`config.mk`:
```
export PLATFORM = sky130hd
export DESIGN_NAME = mme_mac
export DESIGN_NICKNAME = d
export VERILOG_FILES = /design/src/mme_pkg.sv /design/src/mme_mac.sv
export SDC_FILE = /design/constraint.sdc
export NUM_CORES = 1
export LEC_CHECK = 0
export ABC_CLOCK_PERIOD_IN_PS = 5850
export BUFFER_PORTS_ARGS = -buffer_cell sky130_fd_sc_hd__buf_2
export CAP_MARGIN = 10
export CORE_ASPECT_RATIO = 1.1
export CORE_UTILIZATION = 41
export DETAILED_ROUTE_END_ITERATION = 7
export PLACE_DENSITY = 0.64
export SETUP_SLACK_MARGIN = 0.15
export SLEW_MARGIN = 10
export SYNTH_ARGS = -nofsm -noshare
export SYNTH_HDL_FRONTEND = slang
export SYNTH_SLANG_ARGS = --single-unit
```
`constraint.sdc`:
```
create_clock -name clk -period 5.85 [get_ports clk]
set_clock_uncertainty 0.2 [all_clocks]
set_input_delay 1.17 -clock clk [delete_from_list [all_inputs] [get_ports clk]]
set_output_delay 1.17 -clock clk [all_outputs]
set_load 0.1 [all_outputs]
```
`src/mme_pkg.sv`:
```
// shared types and constants of the matrix multiply engine
`timescale 1ns / 1ps
package mme_pkg;

	// register file
	localparam int CFG_IDX_W = 2;
	localparam int CFG_DAT_W = 5;
	localparam logic [CFG_IDX_W-1:0] REG_A_ROWS = 2'd0;
	localparam logic [CFG_IDX_W-1:0] REG_A_COLS = 2'd1;
	localparam logic [CFG_IDX_W-1:0] REG_B_ROWS = 2'd2;
	localparam logic [CFG_IDX_W-1:0] REG_B_COLS = 2'd3;
	localparam logic [CFG_DAT_W-1:0] DIM_RESET  = 5'd16;

	// width of a clamped dimension, holds the largest supported matrix size
	localparam int DIM_W = 7;

	// item kinds
	localparam logic [1:0] KIND_LOAD_A = 2'd0;
	localparam logic [1:0] KIND_LOAD_B = 2'd1;
	localparam logic [1:0] KIND_READ   = 2'd2;

	// result status
	localparam logic [1:0] STATUS_OK       = 2'd0;
	localparam logic [1:0] STATUS_MISMATCH = 2'd1;
	localparam logic [1:0] STATUS_RANGE    = 2'd2;

	typedef struct packed {
		logic [1:0]         kind;
		logic [3:0]         row_index;
		logic [3:0]         col_index;
		logic signed [15:0] element_value;
	} in_word_t;

	typedef struct packed {
		logic signed [31:0] product_value;
		logic [3:0]         out_row;
		logic [3:0]         out_col;
		logic [1:0]         status;
	} out_word_t;

	// sequencer to datapath controls
	typedef struct packed {
		logic clear;
		logic issue;
	} mac_ctl_t;

endpackage

```
`src/mme_mac.sv`:
```
// multiply-accumulate datapath with 32-bit saturation
`timescale 1ns / 1ps
module mme_mac #(
	parameter int MAX_DIM    = 16,
	parameter int ELEM_WIDTH = 16
) (
	input  logic                  clk,
	input  logic                  arst_n,
	input  mme_pkg::mac_ctl_t     ctl,
	input  logic [ELEM_WIDTH-1:0] a_data,
	input  logic [ELEM_WIDTH-1:0] b_data,
	output logic                  busy,
	output logic signed [31:0]    sum
);
	import mme_pkg::*;

	localparam int PROD_W = 2 * ELEM_WIDTH;
	localparam int ACC_W  = PROD_W + $clog2(MAX_DIM + 1);
	localparam int SAT_W  = (ACC_W > 33) ? ACC_W : 33;
	localparam logic signed [SAT_W-1:0] SAT_MAX = SAT_W'(64'sh0000_0000_7FFF_FFFF);
	localparam logic signed [SAT_W-1:0] SAT_MIN = SAT_W'(-64'sh0000_0000_8000_0000);

	logic                     vld_s1;
	logic                     vld_s2;
	logic signed [PROD_W-1:0] prod_s2;
	logic signed [ACC_W-1:0]  acc_q;
	logic signed [SAT_W-1:0]  acc_x;

	// valid follows the store read latency
	always_ff @(posedge clk or negedge arst_n) begin
		if (!arst_n) begin
			vld_s1 <= 1'b0;
			vld_s2 <= 1'b0;
		end else begin
			vld_s1 <= ctl.issue;
			vld_s2 <= vld_s1;
		end
	end

	always_ff @(posedge clk) begin
		prod_s2 <= $signed(a_data) * $signed(b_data);
	end

	always_ff @(posedge clk or negedge arst_n) begin
		if (!arst_n) begin
			acc_q <= '0;
		end else if (ctl.clear) begin
			acc_q <= '0;
		end else if (vld_s2) begin
			acc_q <= acc_q + ACC_W'(prod_s2);
		end
	end

	assign acc_x = SAT_W'(acc_q);
	assign busy  = vld_s1 | vld_s2;

	always_comb begin
		if (acc_x > SAT_MAX) begin
			sum = 32'sh7FFF_FFFF;
		end else if (acc_x < SAT_MIN) begin
			sum = 32'sh8000_0000;
		end else begin
			sum = acc_x[31:0];
		end
	end

endmodule

```
* Word-level counts from Yosys, hierarchy flattened
Index checks and enable logic that the tools add are counted.
** Word-level totals
- Register bits after elaboration :: 71
- Bits of input ports :: 36
- Output and inout port bits :: 33
** Operators by class
- $add $sub $neg :: 1
- $mul :: 1
- Order comparisons :: 2
- Mux-type cells :: 4
- Bitwise operators :: 1
- Reduce and logical (&&, ||, !) cells :: 1
** Operator list (count)
- $mux 37 :: 2
- $mux 32 :: 2
- $add 37x32->37 :: 1
- $gt 37x32->1 const B :: 1
- $lt 37x32->1 const B :: 1
- $mul 16x16->32 :: 1
- $reduce_bool 2->1 :: 1
- $or 1x1->1 :: 1

* Longest topological paths before layout
- Word-level depth :: 3
- Depth in mapped cells :: 24

* Worst setup path before layout
No wires, ideal clock.
- Path type :: input port to flip-flop
- From :: input b_data[1]
- To :: register prod_s2[30]
- Setup time :: 0.079 ns
- Data arrival time :: 6.868 ns
- Setup slack :: -1.297 ns
- Cell stages on the path :: 22
- Buffers on the path :: 1
- Path through :: clkbuf_1 -> nand2_1 -> inv_1 -> fa_1 -> fa_1 -> inv_1 -> fa_1 -> fa_1 -> inv_1 -> fa_1 -> inv_1 -> fa_1 -> inv_1 -> ha_1 -> nand2_1 -> nand2_1 -> a21oi_1 -> nand3b_1 -> o21ai_1 -> a211o_1 -> or4b_2 -> o211ai_1
** On the way
- Word-level cells in the longest chain between the ends :: 1
** RTL lines
- start, declared :: RTL line mme_mac.sv:11 : input logic [ELEM_WIDTH-1:0] b_data,
- $mul 16x16->32 :: RTL line mme_mac.sv:41 : prod_s2 <= $signed(a_data) * $signed(b_data);
- end signal, assigned :: RTL line mme_mac.sv:41
- end, declared :: RTL line mme_mac.sv:25 : logic signed [PROD_W-1:0] prod_s2;
No other way between the ends.
A chain may end at the register's enable or synchronous reset.

* Worst setup path in the final report
- From :: input a_data[8]
- To :: register prod_s2[31]
** On the way
- Word-level cells in the longest chain between the ends :: 1
** RTL lines
- start, declared :: RTL line mme_mac.sv:10 : input logic [ELEM_WIDTH-1:0] a_data,
- $mul 16x16->32 :: RTL line mme_mac.sv:41
No other way between the ends.

==> impl_metrics.prom <==
# TYPE chip_impl_metric gauge
chip_impl_metric{name="yosys_warnings",unit=""} 0
chip_impl_metric{name="max_freq",unit="MHz"} 152
chip_impl_metric{name="clock_path_buffers",unit=""} 2
chip_impl_metric{name="number_of_setup_violations_in_the_final_report",unit=""} 18
chip_impl_metric{name="grt_pass1_wl",unit="mm"} 58.1
chip_impl_metric{name="syn_area",unit="sq mm"} 0.0143
chip_impl_metric{name="reg2reg_depth",unit=""} 11
chip_impl_metric{name="grt_total_usage",unit="%"} 20.3
chip_impl_metric{name="cap_violations",unit=""} 0
chip_impl_metric{name="fillers",unit=""} 3131
chip_impl_info{name="worstSetupStartpointType",value="input port"} 1
chip_impl_metric{name="wl",unit="mm"} 33.8
chip_impl_info{name="critical_path_start",value="a_data[8]"} 1
chip_impl_metric{name="maxSlewViolCount",unit=""} 0
chip_impl_metric{name="remaining_drc_errors",unit=""} 6
chip_impl_info{name="clock_tree_from_tritoncts",value="yes"} 1
chip_impl_metric{name="syn-num-nets",unit=""} 1997
chip_impl_metric{name="async_flop_share",unit="%"} 54.9
chip_impl_metric{name="drt_iter0_drc",unit=""} 380
chip_impl_info{name="synth_top_area_cell",value="sky130_fd_sc_hd__fa_1"} 1
chip_impl_metric{name="worst_pin_slew",unit="ps"} 879
chip_impl_info{name="worst_setup_path_end_kind",value="flip-flop"} 1
chip_impl_metric{name="drt_first_pass_iters",unit=""} 8
chip_impl_metric{name="cts-buffers-inserted",unit=""} 9
chip_impl_info{name="worst_setup_path_category",value="input port to flip-flop"} 1
chip_impl_metric{name="cell_variety_after_synth",unit=""} 64
chip_impl_info{name="synthTopCellsByArea",value="sky130_fd_sc_hd__fa_1, sky130_fd_sc_hd__ha_1, sky130_fd_sc_hd__inv_1, sky130_fd_sc_hd__dfrtp_1, sky130_fd_sc_hd__and2_1"} 1
chip_impl_metric{name="yosysSeqAreaShare",unit="%"} 11.3
chip_impl_metric{name="avgViaCountPerCell",unit=""} 5.04
chip_impl_metric{name="drive_above_1_share",unit="%"} 21.7
chip_impl_metric{name="synth_top_cell_area_share",unit="%"} 36.9
chip_impl_metric{name="ys_seq_elements",unit=""} 71
chip_impl_metric{name="post_synth_mux_area_share",unit="%"} 1.27
chip_impl_metric{name="core_area",unit="sq mm"} 0.0342
chip_impl_metric{name="global_route.usage.met1",unit="%"} 23.2
chip_impl_metric{name="port_buffers",unit=""} 68
chip_impl_info{name="result_of_the_run",value="finished with violations"} 1
chip_impl_metric{name="slew_headroom",unit="%"} 41.4
chip_impl_metric{name="number_of_synthesized_flops_with_an_enable_pin",unit=""} 0
chip_impl_info{name="synth_top_family_by_area",value="adder cells"} 1
chip_impl_metric{name="post-route-worst-setup-slack",unit="ps"} -743
chip_impl_metric{name="floorplan.rows",unit=""} 71
chip_impl_info{name="worst_setup_path_endpoint",value="prod_s2[31]$_DFF_P_"} 1
chip_impl_metric{name="place_congestion",unit=""} 0.867
chip_impl_metric{name="hpwl",unit="mm"} 27.8
chip_impl_metric{name="grt.met2_usage",unit="%"} 39.6
chip_impl_metric{name="layoutNonFillerInstCount",unit=""} 2241
chip_impl_info{name="synth_ff_type",value="sky130_fd_sc_hd__dfrtp_1"} 1
chip_impl_metric{name="clkTransAtPathRegs",unit="ps"} 60
chip_impl_metric{name="synth_cells",unit=""} 1580
chip_impl_info{name="unrepaired_setup_endpoints_after_global_routing",value="true"} 1
chip_impl_metric{name="design.die.area",unit="sq mm"} 0.0356
chip_impl_metric{name="die_height",unit="um"} 198
chip_impl_metric{name="synth_xor_area_share",unit="%"} 3.19
chip_impl_info{name="clockRootBuffer",value="sky130_fd_sc_hd__clkbuf_16"} 1
chip_impl_info{name="synthMostInstantiatedCell",value="sky130_fd_sc_hd__inv_1"} 1
chip_impl_metric{name="cp_data_arrival_time",unit="ps"} 6610
chip_impl_metric{name="syn_area_per_cell",unit="sq um"} 9.03
chip_impl_metric{name="period_utilization_post_route",unit="%"} 113
chip_impl_info{name="holdCritPathClass",value="flip-flop to flip-flop"} 1
chip_impl_metric{name="post_synth_fa_ha_maj_area_fraction",unit="%"} 47.2
chip_impl_info{name="top_usage_layer",value="met2"} 1
chip_impl_metric{name="clock_sinks",unit=""} 71
chip_impl_metric{name="number_of_placed_instances_with_taps_included",unit=""} 2189
chip_impl_metric{name="die_x",unit="um"} 180
chip_impl_metric{name="finalHoldViolCount",unit=""} 0
chip_impl_metric{name="initial_cell_density_of_the_core",unit="%"} 41.7
chip_impl_metric{name="antenna_violations_before_repair",unit=""} 0
chip_impl_metric{name="share_of_the_synthesized_area_in_compound_gates_ao_oa_aoi_oai",unit="%"} 11.2
chip_impl_metric{name="detailroute.via_count",unit=""} 11300
chip_impl_metric{name="route.detailed.wl_per_inst",unit="um"} 15.1
chip_impl_info{name="violations",value="design-rule violations, negative setup slack"} 1
chip_impl_metric{name="regToRegSetupSlack",unit="ps"} 2340
chip_impl_metric{name="layout-area-overhead-vs-synth",unit="%"} 22.9
chip_impl_metric{name="n_antenna_cell",unit=""} 0
chip_impl_info{name="synth_top_cells_by_count",value="sky130_fd_sc_hd__inv_1, sky130_fd_sc_hd__fa_1, sky130_fd_sc_hd__nand2_1"} 1
chip_impl_info{name="crit-reg2reg-capture",value="acc_q[24]$_DFFE_PN0P_"} 1
chip_impl_metric{name="clk_lat_worst_skew",unit="ps"} 340
chip_impl_info{name="timing.rr.start",value="acc_q[0]$_DFFE_PN0P_"} 1
chip_impl_metric{name="groute.layer.met3.usage",unit="%"} 1.49
chip_impl_metric{name="io_pins",unit=""} 69
chip_impl_metric{name="synth-simple-area-share",unit="%"} 15.4
chip_impl_metric{name="finalWorstPathRequiredPeriod",unit="ps"} 6590
chip_impl_metric{name="worst-endpoint-required",unit="ps"} 5870
chip_impl_info{name="hold_path.startpoint",value="vld_s1$_DFF_PN0_"} 1
chip_impl_metric{name="design.final.nets",unit=""} 2215
chip_impl_metric{name="grt_pass1_vias",unit=""} 12500
chip_impl_metric{name="pin_count_of_the_biggest_net_entering_global_routing",unit=""} 57
chip_impl_metric{name="worstPathMaxFanout",unit=""} 5
chip_impl_metric{name="grt.overflow.total",unit=""} 0
chip_impl_metric{name="htreeDepth",unit=""} 3
chip_impl_metric{name="drt.antenna.violating_nets",unit=""} 0
state kept, by name (all words and copies together), names as in the netlist:
| register | cells |
|---|---|
| vld_s1 | 1 |
| vld_s2 | 1 |
| acc_q | 37 |
| prod_s2 | 32 |
kinds of logic after synthesis:
| family | after synthesis |
|---|---|
| buffers and inverters | 392 |
| AND/OR/NAND/NOR | 430 |
| AO/OA/AOI/OAI | 236 |
| multiplexers | 18 |
| adder cells (fa/ha/maj) | 381 |
| XOR/XNOR | 52 |
| flip-flops | 71 |
routing by layer:
| metal | routed length, um | up-vias |
|---|---|---|
| li1 | - | 5375 |
| met1 | 13800 | 5678 |
| met2 | 18200 | 175 |
| met3 | 772 | 62 |
| met4 | 1030 | 0 |
| met5 | 0 | - |
timing repair:
action / CTS / global route
hold endpoints to repair: 0 / 0
endpoints found under the setup margin: 20 / 21
buffers inserted: 19 / 15
resized for setup: 115 / 39
pin swaps: 51 / 31
hold buffers: 0 / 0
cloned: 1 / 1
area by class of cell:
class	count	area, sq um	area share (%)
multi-input combinational	1117	11600	66.3
inverter	335	1260	7.17
tap	438	548	3.12
clock buffer	9	225	1.28
clock inverter	7	55.1	0.314
timing repair buffer	264	2210	12.6
sequential	71	1620	9.22
placed cells by master, fill, tap and decap left out, drive strengths merged, types with 39 or more instances in the layout:
cell type,count
a21oi,60
and2,125
buf,262
dfrtp,39
fa,263
ha,118
inv,338
nand2,145
nor2,54
o21a,40
o21ai,40
xnor2,39
how the worst min path moves through the flow:
stage | endpoint | slack (ps) | depth (start not counted)
global route | vld_s2$_DFF_PN0_ | 190 | 0
floorplan | vld_s2$_DFF_PN0_ | 150 | 0
detailed placement | vld_s2$_DFF_PN0_ | 160 | 0
CTS | vld_s2$_DFF_PN0_ | 180 | 0
global placement | vld_s2$_DFF_PN0_ | 150 | 0
finish | vld_s2$_DFF_PN0_ | 180 | 0
critical path, cell delays in order:
cell	delay, ps
sky130_fd_sc_hd__buf_12	110
sky130_fd_sc_hd__and2_4	150
sky130_fd_sc_hd__fa_1	550
sky130_fd_sc_hd__inv_2	40
sky130_fd_sc_hd__fa_1	470
sky130_fd_sc_hd__fa_1	500
sky130_fd_sc_hd__inv_1	50
sky130_fd_sc_hd__fa_1	450
sky130_fd_sc_hd__fa_1	520
sky130_fd_sc_hd__inv_2	40
sky130_fd_sc_hd__fa_1	490
sky130_fd_sc_hd__inv_2	50
sky130_fd_sc_hd__ha_4	200
sky130_fd_sc_hd__buf_4	130
sky130_fd_sc_hd__buf_6	100
sky130_fd_sc_hd__nand4_1	140
sky130_fd_sc_hd__a21oi_2	80
sky130_fd_sc_hd__a2111oi_4	370
sky130_fd_sc_hd__o31a_1	230
sky130_fd_sc_hd__o21ai_2	90
sky130_fd_sc_hd__a41o_1	270
sky130_fd_sc_hd__o41ai_2	270
sky130_fd_sc_hd__xnor2_1	130
through the flow:
stage                     utilization, %  instance area, sq um  setup slack (ps)  hold slack, ps  setup TNS [ps]
after global routing                51.3                 17500              -904             187          -10590
after floorplan                        -                 14500              -734             146           -6520
final                               51.3                 17500              -743             175           -7660
after detailed placement            47.9                 16400             -1220             156          -14890
after CTS                           50.4                 17200              -711             178           -5920
after global placement              47.9                 16400             -1060             152          -13400
Power is not shown: default switching activity piles up to over one toggle a cycle in this logic, so the estimate is an artifact.
